==> src/rtl/core/timer_list_bank_defines.svh <==
// ----------------------------------------------------------------------------
// timer list bank assertion macros
// shared concurrent assertion forms, empty in synthesis builds
// ----------------------------------------------------------------------------
`ifndef TIMER_LIST_BANK_DEFINES_SVH
`define TIMER_LIST_BANK_DEFINES_SVH
`ifndef SYNTHESIS
// property checked every cycle outside reset
`define TLB_ASSERT(lbl, prop, msg) \
	lbl: assert property (@(posedge clk) disable iff (!arst_n) prop) else $error(msg);
// consequent checked in the cycle after the antecedent
`define TLB_ASSERT_NEXT(lbl, ante, cons, msg) \
	lbl: assert property (@(posedge clk) disable iff (!arst_n) (ante) |=> (cons)) else $error(msg);
`else
`define TLB_ASSERT(lbl, prop, msg)
`define TLB_ASSERT_NEXT(lbl, ante, cons, msg)
`endif
`endif

==> src/rtl/core/tlb_pkg.sv <==
// ----------------------------------------------------------------------------
// tlb_pkg
// types, codes and sizes shared by the timer list bank modules
// ----------------------------------------------------------------------------
`default_nettype none

package tlb_pkg;

	localparam int SLOTS   = 16;
	localparam int SLOT_W  = $clog2(SLOTS);
	localparam int Q_DEPTH = 2;
	localparam int Q_AW    = $clog2(Q_DEPTH);

	// op codes of the command field
	localparam logic [2:0] OP_TICK   = 3'd0;
	localparam logic [2:0] OP_ADD    = 3'd1;
	localparam logic [2:0] OP_REMOVE = 3'd2;
	localparam logic [2:0] OP_STOP   = 3'd3;
	localparam logic [2:0] OP_RESUME = 3'd4;

	// status codes
	localparam logic [1:0] STAT_OK         = 2'd0;
	localparam logic [1:0] STAT_DUP_ADD    = 2'd1;
	localparam logic [1:0] STAT_NOT_LISTED = 2'd2;

	typedef logic [SLOT_W-1:0] idx_t;

	typedef struct packed {
		logic [2:0]  op;
		logic [3:0]  slot;
		logic [63:0] start_count;
		logic [31:0] payload;
	} cmd_t;

	typedef struct packed {
		logic        fired;
		logic [3:0]  fired_slot;
		logic [31:0] fired_payload;
		logic [1:0]  status;
		logic        last;
	} rsp_t;

	typedef enum logic [2:0] {
		K_TICK,
		K_ADD,
		K_REMOVE,
		K_STOP,
		K_RESUME,
		K_NOP
	} kind_t;

	typedef struct packed {
		kind_t       kind;
		idx_t        slot;
		logic [63:0] count;
		logic [31:0] payload;
	} q_ent_t;

	typedef enum logic [1:0] {
		S_IDLE,
		S_WALK,
		S_FLUSH
	} state_t;

endpackage

`default_nettype wire

==> src/rtl/core/tlb_front.sv <==
// ----------------------------------------------------------------------------
// tlb_front
// command intake: decodes each transaction and queues it for the engine
// ----------------------------------------------------------------------------
`default_nettype none
`include "timer_list_bank_defines.svh"

module tlb_front import tlb_pkg::*; (
	input  logic   clk,
	input  logic   arst_n,
	input  logic   start,
	input  cmd_t   cmd,
	output logic   busy,
	input  logic   pop,
	output logic   avail,
	output q_ent_t head
);

	q_ent_t            fifo_q [Q_DEPTH];
	logic [Q_AW-1:0]   wr_ptr_q;
	logic [Q_AW-1:0]   rd_ptr_q;
	logic [Q_AW:0]     count_q;
	logic              push;
	logic              in_range;
	q_ent_t            ent;

	// decode op and range into a command kind
	always_comb begin
		in_range    = (32'(cmd.slot) < SLOTS);
		ent.slot    = idx_t'(cmd.slot);
		ent.count   = cmd.start_count;
		ent.payload = cmd.payload;
		ent.kind    = K_NOP;
		if (cmd.op == OP_TICK) begin
			ent.kind = K_TICK;
		end else if (in_range) begin
			unique case (cmd.op)
				OP_ADD:    ent.kind = K_ADD;
				OP_REMOVE: ent.kind = K_REMOVE;
				OP_STOP:   ent.kind = K_STOP;
				OP_RESUME: ent.kind = K_RESUME;
				default:   ent.kind = K_NOP;
			endcase
		end
	end

	assign busy  = (count_q == (Q_AW+1)'(Q_DEPTH));
	assign push  = start & ~busy;
	assign avail = (count_q != '0);
	assign head  = fifo_q[rd_ptr_q];

	always_ff @(posedge clk) begin
		if (push) begin
			fifo_q[wr_ptr_q] <= ent;
		end
	end

	always_ff @(posedge clk or negedge arst_n) begin
		if (!arst_n) begin
			wr_ptr_q <= '0;
			rd_ptr_q <= '0;
			count_q  <= '0;
		end else begin
			if (push) begin
				wr_ptr_q <= (wr_ptr_q == Q_AW'(Q_DEPTH-1)) ? '0 : wr_ptr_q + 1'b1;
			end
			if (pop) begin
				rd_ptr_q <= (rd_ptr_q == Q_AW'(Q_DEPTH-1)) ? '0 : rd_ptr_q + 1'b1;
			end
			if (push && !pop) begin
				count_q <= count_q + 1'b1;
			end else if (pop && !push) begin
				count_q <= count_q - 1'b1;
			end
		end
	end

	`TLB_ASSERT(a_pop_nonempty, pop |-> (count_q != '0), "pop from empty queue")
	`TLB_ASSERT(a_count_bound, count_q <= (Q_AW+1)'(Q_DEPTH), "queue count overflow")
	`TLB_ASSERT_NEXT(a_count_inc, push && !pop, count_q == $past(count_q) + 1'b1, "queue count lost a push")

endmodule

`default_nettype wire

==> src/rtl/core/tlb_back.sv <==
// ----------------------------------------------------------------------------
// tlb_back
// timer engine: list storage, op execution and the tick walk sequencer
// ----------------------------------------------------------------------------
`default_nettype none
`include "timer_list_bank_defines.svh"

module tlb_back import tlb_pkg::*; (
	input  logic   clk,
	input  logic   arst_n,
	input  logic   avail,
	input  q_ent_t head,
	output logic   pop,
	output logic   rsp_valid,
	output rsp_t   rsp
);

	// timer storage, entries valid only once written
	logic [63:0]      remaining_q [SLOTS];
	logic [31:0]      payload_q   [SLOTS];
	idx_t             link_next_q [SLOTS];
	idx_t             link_prev_q [SLOTS];
	logic [SLOTS-1:0] running_q;
	logic [SLOTS-1:0] listed_q;
	idx_t             head_q;
	idx_t             tail_q;
	logic             empty_q;

	state_t           state_q, state_d;
	idx_t             cur_q, cur_d;
	idx_t             pred_q, pred_d;
	logic             pend_v_q, pend_v_d;
	logic             pend_we;
	idx_t             pend_slot_q;
	logic [31:0]      pend_pay_q;
	logic             rsp_valid_q;
	rsp_t             rsp_q;
	logic             rsp_we;
	rsp_t             rsp_d;

	idx_t             hs;
	logic [63:0]      dec;
	logic             hit;
	logic [1:0]       stat;

	logic             rem_we;
	idx_t             rem_wa;
	logic [63:0]      rem_wd;
	logic             pay_we;
	logic             run_we;
	idx_t             run_wa;
	logic             run_wd;
	logic             lst_we;
	idx_t             lst_wa;
	logic             lst_wd;
	logic             nxt_we;
	idx_t             nxt_wa;
	idx_t             nxt_wd;
	logic             prv_we;
	idx_t             prv_wa;
	idx_t             prv_wd;
	logic             head_we;
	idx_t             head_d;
	logic             tail_we;
	idx_t             tail_d;
	logic             empty_we;
	logic             empty_d;
	logic             unl_en;
	idx_t             unl_slot;
	idx_t             unl_pred;

	assign hs  = head.slot;
	assign dec = remaining_q[cur_q] - 64'd1;
	assign hit = running_q[cur_q] && (dec == 64'd0);

	always_comb begin
		state_d  = state_q;
		pop      = 1'b0;
		rsp_we   = 1'b0;
		rsp_d    = '0;
		stat     = STAT_OK;
		cur_d    = cur_q;
		pred_d   = pred_q;
		pend_v_d = pend_v_q;
		pend_we  = 1'b0;
		rem_we   = 1'b0;
		rem_wa   = cur_q;
		rem_wd   = dec;
		pay_we   = 1'b0;
		run_we   = 1'b0;
		run_wa   = hs;
		run_wd   = 1'b0;
		lst_we   = 1'b0;
		lst_wa   = hs;
		lst_wd   = 1'b0;
		nxt_we   = 1'b0;
		nxt_wa   = tail_q;
		nxt_wd   = hs;
		prv_we   = 1'b0;
		prv_wa   = hs;
		prv_wd   = tail_q;
		head_we  = 1'b0;
		head_d   = hs;
		tail_we  = 1'b0;
		tail_d   = hs;
		empty_we = 1'b0;
		empty_d  = 1'b0;
		unl_en   = 1'b0;
		unl_slot = hs;
		unl_pred = link_prev_q[hs];

		unique case (state_q)
			S_IDLE: begin
				if (avail) begin
					pop = 1'b1;
					unique case (head.kind)
						K_TICK: begin
							cur_d    = head_q;
							pend_v_d = 1'b0;
							state_d  = empty_q ? S_FLUSH : S_WALK;
						end
						K_ADD: begin
							if (listed_q[hs]) begin
								stat = STAT_DUP_ADD;
							end else begin
								rem_we  = 1'b1;
								rem_wa  = hs;
								rem_wd  = head.count;
								pay_we  = 1'b1;
								run_we  = 1'b1;
								run_wd  = 1'b1;
								lst_we  = 1'b1;
								lst_wd  = 1'b1;
								tail_we = 1'b1;
								if (empty_q) begin
									head_we  = 1'b1;
									empty_we = 1'b1;
									empty_d  = 1'b0;
								end else begin
									nxt_we = 1'b1;
									prv_we = 1'b1;
								end
							end
						end
						K_REMOVE: begin
							if (!listed_q[hs]) begin
								stat = STAT_NOT_LISTED;
							end else begin
								unl_en = 1'b1;
							end
						end
						K_STOP: begin
							run_we = 1'b1;
							run_wd = 1'b0;
						end
						K_RESUME: begin
							run_we = 1'b1;
							run_wd = 1'b1;
						end
						default: begin
						end
					endcase
					if (head.kind != K_TICK) begin
						rsp_we       = 1'b1;
						rsp_d.status = stat;
						rsp_d.last   = 1'b1;
					end
				end
			end
			S_WALK: begin
				if (running_q[cur_q]) begin
					rem_we = 1'b1;
				end
				if (hit) begin
					unl_en   = 1'b1;
					unl_slot = cur_q;
					unl_pred = pred_q;
					pend_we  = 1'b1;
					pend_v_d = 1'b1;
					if (pend_v_q) begin
						rsp_we              = 1'b1;
						rsp_d.fired         = 1'b1;
						rsp_d.fired_slot    = 4'(pend_slot_q);
						rsp_d.fired_payload = pend_pay_q;
					end
				end else begin
					pred_d = cur_q;
				end
				if (cur_q == tail_q) begin
					state_d = S_FLUSH;
				end else begin
					cur_d = link_next_q[cur_q];
				end
			end
			S_FLUSH: begin
				rsp_we     = 1'b1;
				rsp_d.last = 1'b1;
				if (pend_v_q) begin
					rsp_d.fired         = 1'b1;
					rsp_d.fired_slot    = 4'(pend_slot_q);
					rsp_d.fired_payload = pend_pay_q;
				end
				pend_v_d = 1'b0;
				state_d  = S_IDLE;
			end
			default: begin
				state_d = S_IDLE;
			end
		endcase

		// unlink with a known predecessor
		if (unl_en) begin
			lst_we = 1'b1;
			lst_wa = unl_slot;
			lst_wd = 1'b0;
			if (head_q == unl_slot) begin
				if (tail_q == unl_slot) begin
					empty_we = 1'b1;
					empty_d  = 1'b1;
				end else begin
					head_we = 1'b1;
					head_d  = link_next_q[unl_slot];
				end
			end else begin
				nxt_we = 1'b1;
				nxt_wa = unl_pred;
				nxt_wd = link_next_q[unl_slot];
				if (tail_q == unl_slot) begin
					tail_we = 1'b1;
					tail_d  = unl_pred;
				end else begin
					prv_we = 1'b1;
					prv_wa = link_next_q[unl_slot];
					prv_wd = unl_pred;
				end
			end
		end
	end

	// storage and payload registers
	always_ff @(posedge clk) begin
		if (rem_we) begin
			remaining_q[rem_wa] <= rem_wd;
		end
		if (pay_we) begin
			payload_q[hs] <= head.payload;
		end
		if (nxt_we) begin
			link_next_q[nxt_wa] <= nxt_wd;
		end
		if (prv_we) begin
			link_prev_q[prv_wa] <= prv_wd;
		end
		if (pend_we) begin
			pend_slot_q <= cur_q;
			pend_pay_q  <= payload_q[cur_q];
		end
		cur_q  <= cur_d;
		pred_q <= pred_d;
		if (rsp_we) begin
			rsp_q <= rsp_d;
		end
	end

	always_ff @(posedge clk or negedge arst_n) begin
		if (!arst_n) begin
			running_q   <= '0;
			listed_q    <= '0;
			head_q      <= '0;
			tail_q      <= '0;
			empty_q     <= 1'b1;
			pend_v_q    <= 1'b0;
			rsp_valid_q <= 1'b0;
		end else begin
			if (run_we) begin
				running_q[run_wa] <= run_wd;
			end
			if (lst_we) begin
				listed_q[lst_wa] <= lst_wd;
			end
			if (head_we) begin
				head_q <= head_d;
			end
			if (tail_we) begin
				tail_q <= tail_d;
			end
			if (empty_we) begin
				empty_q <= empty_d;
			end
			pend_v_q    <= pend_v_d;
			rsp_valid_q <= rsp_we;
		end
	end

	always_ff @(posedge clk or negedge arst_n) begin
		if (!arst_n) begin
			state_q <= S_IDLE;
		end else begin
			state_q <= state_d;
		end
	end

	assign rsp_valid = rsp_valid_q;
	assign rsp       = rsp_q;

	`TLB_ASSERT(a_ends_listed, !empty_q |-> (listed_q[head_q] && listed_q[tail_q]), "list end not listed")
	`TLB_ASSERT(a_empty_clear, empty_q |-> ($countones(listed_q) == 0), "listed slot in empty list")
	`TLB_ASSERT_NEXT(a_flush_last, state_q == S_FLUSH, rsp_valid && rsp.last, "tick without final result")

endmodule

`default_nettype wire

==> src/rtl/core/timer_list_bank.sv <==
// ----------------------------------------------------------------------------
// timer_list_bank
// bank of one-shot countdown timers kept in an insertion-ordered list
// ----------------------------------------------------------------------------
// usage
// - command channel: a transaction is taken at a clock edge with start high
//   and busy low; cmd carries op, slot, start_count and payload
// - result channel: rsp_valid marks each result for exactly one cycle; the
//   receiver cannot hold results off, so results are never stalled or lost
// - commands enter a two-entry queue; busy rises only when the queue is full
// - add, remove, stop and resume each run in the idle state and give one result
// - a tick walks the list one slot per cycle from head to tail, then flushes;
//   no new command is taken from the queue until the tick is done
// - fired timers come out in list order, one per result; last marks the
//   final result of each command
// - a command is written into the queue, popped by the engine when idle, and
//   its result is registered before it appears on rsp
// - reset clears the queue, the running and listed flags and the list ends;
//   counts, payloads and links hold nothing until written by an add
// ----------------------------------------------------------------------------
`default_nettype none

module timer_list_bank import tlb_pkg::*; (
	input  logic clk,
	input  logic arst_n,
	input  logic start,
	input  cmd_t cmd,
	output logic busy,
	output logic rsp_valid,
	output rsp_t rsp
);

	// queue handshake between intake and engine
	logic   pop;
	logic   avail;
	q_ent_t q_head;

	// intake: decode and queue commands
	tlb_front u_front (
		.clk    (clk),
		.arst_n (arst_n),
		.start  (start),
		.cmd    (cmd),
		.busy   (busy),
		.pop    (pop),
		.avail  (avail),
		.head   (q_head)
	);

	// engine: list updates and tick walk, registered result
	tlb_back u_back (
		.clk       (clk),
		.arst_n    (arst_n),
		.avail     (avail),
		.head      (q_head),
		.pop       (pop),
		.rsp_valid (rsp_valid),
		.rsp       (rsp)
	);

endmodule

`default_nettype wire

==> config.mk <==
export PLATFORM = sky130hd
export DESIGN_NAME = timer_list_bank
export DESIGN_NICKNAME = d
export VERILOG_FILES = /design/src/rtl/core/tlb_pkg.sv /design/src/rtl/core/tlb_front.sv /design/src/rtl/core/tlb_back.sv /design/src/rtl/core/timer_list_bank.sv
export VERILOG_INCLUDE_DIRS = /design/src /design/src/rtl/core
export SDC_FILE = /design/constraint.sdc
export NUM_CORES = 2
export LEC_CHECK = 0
export BUFFER_PORTS_ARGS = -buffer_cell sky130_fd_sc_hd__buf_2
export CORE_AREA = 2 2 364 366
export CTS_CLUSTER_DIAMETER = 80
export DETAILED_ROUTE_END_ITERATION = 6
export DIE_AREA = 0 0 366 368
export PLACE_DENSITY = 0.77
export SETUP_SLACK_MARGIN = 0.2
export SLEW_MARGIN = 20
export SYNTH_ARGS = -nofsm -noshare
export SYNTH_HDL_FRONTEND = slang
export SYNTH_SLANG_ARGS = --single-unit
==> constraint.sdc <==
create_clock -name clk -period 10 [get_ports clk]
set_clock_uncertainty 0.15 [all_clocks]
set_input_delay 1 -clock clk [delete_from_list [all_inputs] [get_ports clk]]
set_output_delay 1 -clock clk [all_outputs]
set_load 0.005 [all_outputs]
==> results.txt <==
----------------------------------------------------
[Synth]
  Number of enable flip-flop cells after synthesis ... 1,954
  Post-synthesis share of cell area spent on and, or, nand and nor gates ... 4.84%
  Number of storage elements in the synthesis netlist ... 2,007
  Netlist cell types ... 85
  Top FF cell, synth ... sky130_fd_sc_hd__edfxtp_1
  Cell with the most instances after synthesis ... sky130_fd_sc_hd__edfxtp_1
  Area share of fa/ha/maj cells after synthesis ... less than 1%
  Most frequent cells after synthesis ... 1,954 x sky130_fd_sc_hd__edfxtp_1, 454 x sky130_fd_sc_hd__mux4_2, 198 x sky130_fd_sc_hd__nand2_1, 162 x sky130_fd_sc_hd__nor2_1, 115 x sky130_fd_sc_hd__mux2i_1
  Top cells by area in the synthesized netlist ... sky130_fd_sc_hd__edfxtp_1 73%, sky130_fd_sc_hd__mux4_2 13%, sky130_fd_sc_hd__dfrtp_1 1.5%, sky130_fd_sc_hd__mux2i_1 1.4%, sky130_fd_sc_hd__mux2_2 1.0%
  Proportion of synthesized chip area in sequential cells ... 74.6%
  Total nets after synthesis ... about 4,200
  Synth Area in Compound Gates ... under 10%
  Number of synthesis warnings ... 0
  Cell type with the highest aggregate area in the netlist ... sky130_fd_sc_hd__edfxtp_1
  Per-instance average area after synthesis ... 19.8 µm²
  XOR/XNOR Fraction of Synth Area ... 0.697%
  Synthesized cell area ... 0.0804 mm²
  Mux share of post-synthesis cell area ... 15.3%
  Portion of synthesized cell area occupied by the leading cell type ... 73.0%
  Cells after synthesis ... ~4,000
  Combinational family with the most area after synthesis ... multiplexers
  Proportion of synthesized flip-flops having asynchronous set or reset ... 2.44%

[Detailed routing]
  Count of TritonRoute iterations in the first routing pass ... 6
  Violation count after the first detailed-routing iteration ... 6,106
  Total number of vias ... 43,100
  Final WL ... 203 mm
  DR DRC count ... 0
  Post-detailed-route wirelength per cell ... 32.5 µm
  Via count normalized by instance count ... 6.90
  Final antenna-violating net count ... 0

[Place]
  Placed instance count ... 5,897
  Number of buffers inserted by port buffering ... between 100 and 150
  Half-perimeter wire length after placement ... 110 mm
  Last weighted congestion value of the routability-driven placer ... 0.952

[Setup path]
  Worst endpoint data arrival time ... a little over 9 ns
  Category of the most critical setup path ... reg -> reg
  Element type at the critical path end ... register
  R2r worst-path depth ... 21
  Setup crit start kind ... register
  Largest fanout on the critical path ... 35
  CP Capture Point ... u_back.link_prev_q[12][3]$_DFFE_PP_
  Data required time of the worst path ... slightly above 10 ns
  R2R Path End ... u_back.link_prev_q[12][3]$_DFFE_PP_
  R2r setup slk ... about 1.1 ns

[Timing]
  Final sum of negative setup slack ... 0 ns
  Fmax achieved ... 112 MHz
  Unrepaired setup endpoints after global routing ... no
  Slew HR ... a little under a quarter
  Number of pins exceeding their max-slew limit in the final report ... 0
  Fin crit share ... around nine tenths
  Hold Worst Slack ... 0.146 ns
  Hold Violations, Final ... 0
  Min cycle time layout ... 8.95 ns
  Pin slew with the least headroom to its limit ... 1.15 ns
  Setup-violating endpoint count in the final report ... 0

[Global route]
  Pin count of the biggest net entering global routing ... 100
  GRT Residual Overflow ... 0
  Total track usage ... 30.4%
  Antenna violations before repair ... 4
  Wire length of the first global-routing pass ... 296 mm
  Vias in the first global route ... 43,300

[CTS]
  Worst-path clk slew ... 0.06 ns
  Number of buffers added by the clock tree synthesis step ... 191
  Number of clock sinks ... about 2,000
  Post-CTS Setup Inserts ... 0
  Buffer cell driving the clock tree root ... sky130_fd_sc_hd__clkbuf_16
  CTS hold repair buffers ... 0
  Clock tree from TritonCTS ... yes
  H-tree Lvls ... 4
  Number of buffers between clock root and the deepest sink ... 3
  CTS-repair resized insts ... 0
  Clock latency reported for the late side of the worst-skew pair ... between 0.8 and 0.9 ns

[Power]
  Power density cells ... 315 mW/mm²
  Tot Pwr ... 28.3 mW
  Highest ir drop seen on vdd ... 0.000229 V
  Static leakage power ... between 20 and 30 nW

[Final layout]
  Fraction of layout instances using a drive strength above 1 ... 26.3%
  Net count of the finished layout ... 4,450
  Area growth from synthesis to final layout ... 11.9%
  Layout fillers ... 7,858
  Final standard cell utilization of the core ... between 60% and 70%
  Final Non-Filler Cells ... 6,245
  Antenna diode count ... 0

[Floorplan]
  Die height ... 368 µm
  Die area ... 0.135 mm²
  Site row count ... approximately 130
  Number of top-level design ports ... 148
  Horizontal die dimension ... 366 µm
  Floorplan core area ... 0.131 mm²
  Initial standard-cell utilization of the core ... 61.4%

[Job]
  Max_cap viols ... 0

[Min path]
  Worst min-delay path category ... in -> async

[Outcome]
  Status ... complete, no violations

----------------------------------------------------
-- layer usage --
layer  GRT usage, %  part of all wire [%]
met3           5.78                    10
met1           42.7                    37
met5              0                 0.022
met4           10.1                   3.1
met2           49.1                    49
-- through the flow --
step                      instance area [µm²]  setup slack (ns)
after CTS                               89800              1.19
after floorplan                         80400             0.919
after global routing                    90000             0.555
after detailed placement                83700              1.21
final                                   90000              1.05
after global placement                  83700              1.42
-- worst min path at each step --
stage,start,to,slack [ns],depth (start not counted)
after floorplan,u_back.cur_q[1]$_DFFE_PP_,u_back.pend_slot_q[1]$_DFFE_PP_,0.29,0
after global placement,u_front.count_q[1]$_DFFE_PN0P_,u_front.count_q[1]$_DFFE_PN0P_,0.33,1
after detailed placement,u_back.listed_q[12]$_DFFE_PN0P_,u_back.listed_q[12]$_DFFE_PN0P_,0.34,1
after CTS,arst_n,u_front.wr_ptr_q$_DFFE_PN0P_,0.14,2
after global routing,cmd[9],u_front.fifo_q[1][9]$_DFFE_PP_,0.18,1
final,arst_n,u_back.listed_q[15]$_DFFE_PN0P_,0.15,2
-- final cells by class --
class | count | area (µm²) | area share [%]
clock buffers | 234 | 5080 | 5.64
clock inverters | 112 | 1060 | 1.18
flip-flops and latches | 2007 | 60000 | 66.7
repair buffers | 281 | 1850 | 2.06
well taps | 1755 | 2200 | 2.44
multi-input cells | 1833 | 19700 | 21.9
inverters | 23 | 86.3 | 0.0960
-- state kept, by name (all words and copies together) (netlist names), 4 cells and up, named ones only --
register            count
u_back.head_q           4
u_back.running_q       16
u_back.pend_slot_q      4
u_back.tail_q           4
u_back.link_prev_q     64
u_back.cur_q            4
u_back.remaining_q   1024
u_back.pend_pay_q      32
u_back.pred_q           4
u_back.rsp             40
u_back.listed_q        16
u_back.payload_q      512
u_front.fifo_q        206
u_back.link_next_q     64
-- placed cells by master, fill, tap and decap left out, drive strengths merged, types with 32 or more instances in the layout --
cell / instances
inv: 33
o21ai: 65
mux4: 455
a22oi: 90
nor2: 162
a211oi: 48
nor4: 32
nor2b: 59
mux2: 75
and2: 55
xnor2: 40
nand2: 199
a21oi: 79
mux2i: 117
dfrtp: 48
clkinv: 86
buf: 280
nor3: 42
nand4: 36
nand3: 42
clkbuf: 235
edfxtp: 1954
-- critical path: stages (launching register included) --
cell,delay (ns)
sky130_fd_sc_hd__dfxtp_4,0.76
sky130_fd_sc_hd__buf_12,0.42
sky130_fd_sc_hd__buf_4,0.39
sky130_fd_sc_hd__buf_4,0.23
sky130_fd_sc_hd__mux4_2,0.51
sky130_fd_sc_hd__a22oi_1,0.20
sky130_fd_sc_hd__nand2_1,0.24
sky130_fd_sc_hd__nor3_2,0.46
sky130_fd_sc_hd__nand3_1,0.30
sky130_fd_sc_hd__or4_1,0.64
sky130_fd_sc_hd__o31ai_1,0.37
sky130_fd_sc_hd__nand4_1,0.14
sky130_fd_sc_hd__nor4_1,0.41
sky130_fd_sc_hd__and4_1,0.40
sky130_fd_sc_hd__buf_4,0.28
sky130_fd_sc_hd__mux2i_4,0.27
sky130_fd_sc_hd__buf_4,0.43
sky130_fd_sc_hd__mux2i_1,0.27
sky130_fd_sc_hd__o22ai_1,0.13
sky130_fd_sc_hd__nor4_2,0.71
sky130_fd_sc_hd__nand3_1,0.33
sky130_fd_sc_hd__a22oi_1,0.45
-- logic make-up after synthesis --
group | after synthesis
muxes | 647
buffers and inverters | 228
AOI/OAI and AO/OA | 369
adders and majority gates | 7
xor gates and xnor gates | 64
DFF | 2007
and+or+nand+nor | 746
-- where the power goes --
group,leakage (nW),switching [mW],internal (mW)
clock,3.01,3.14,3.99
combinational,7.19,5.97,3.10
sequential,18.4,0.369,11.7
total,28.6,9.48,18.8
Power figures use the tool's default switching activity.
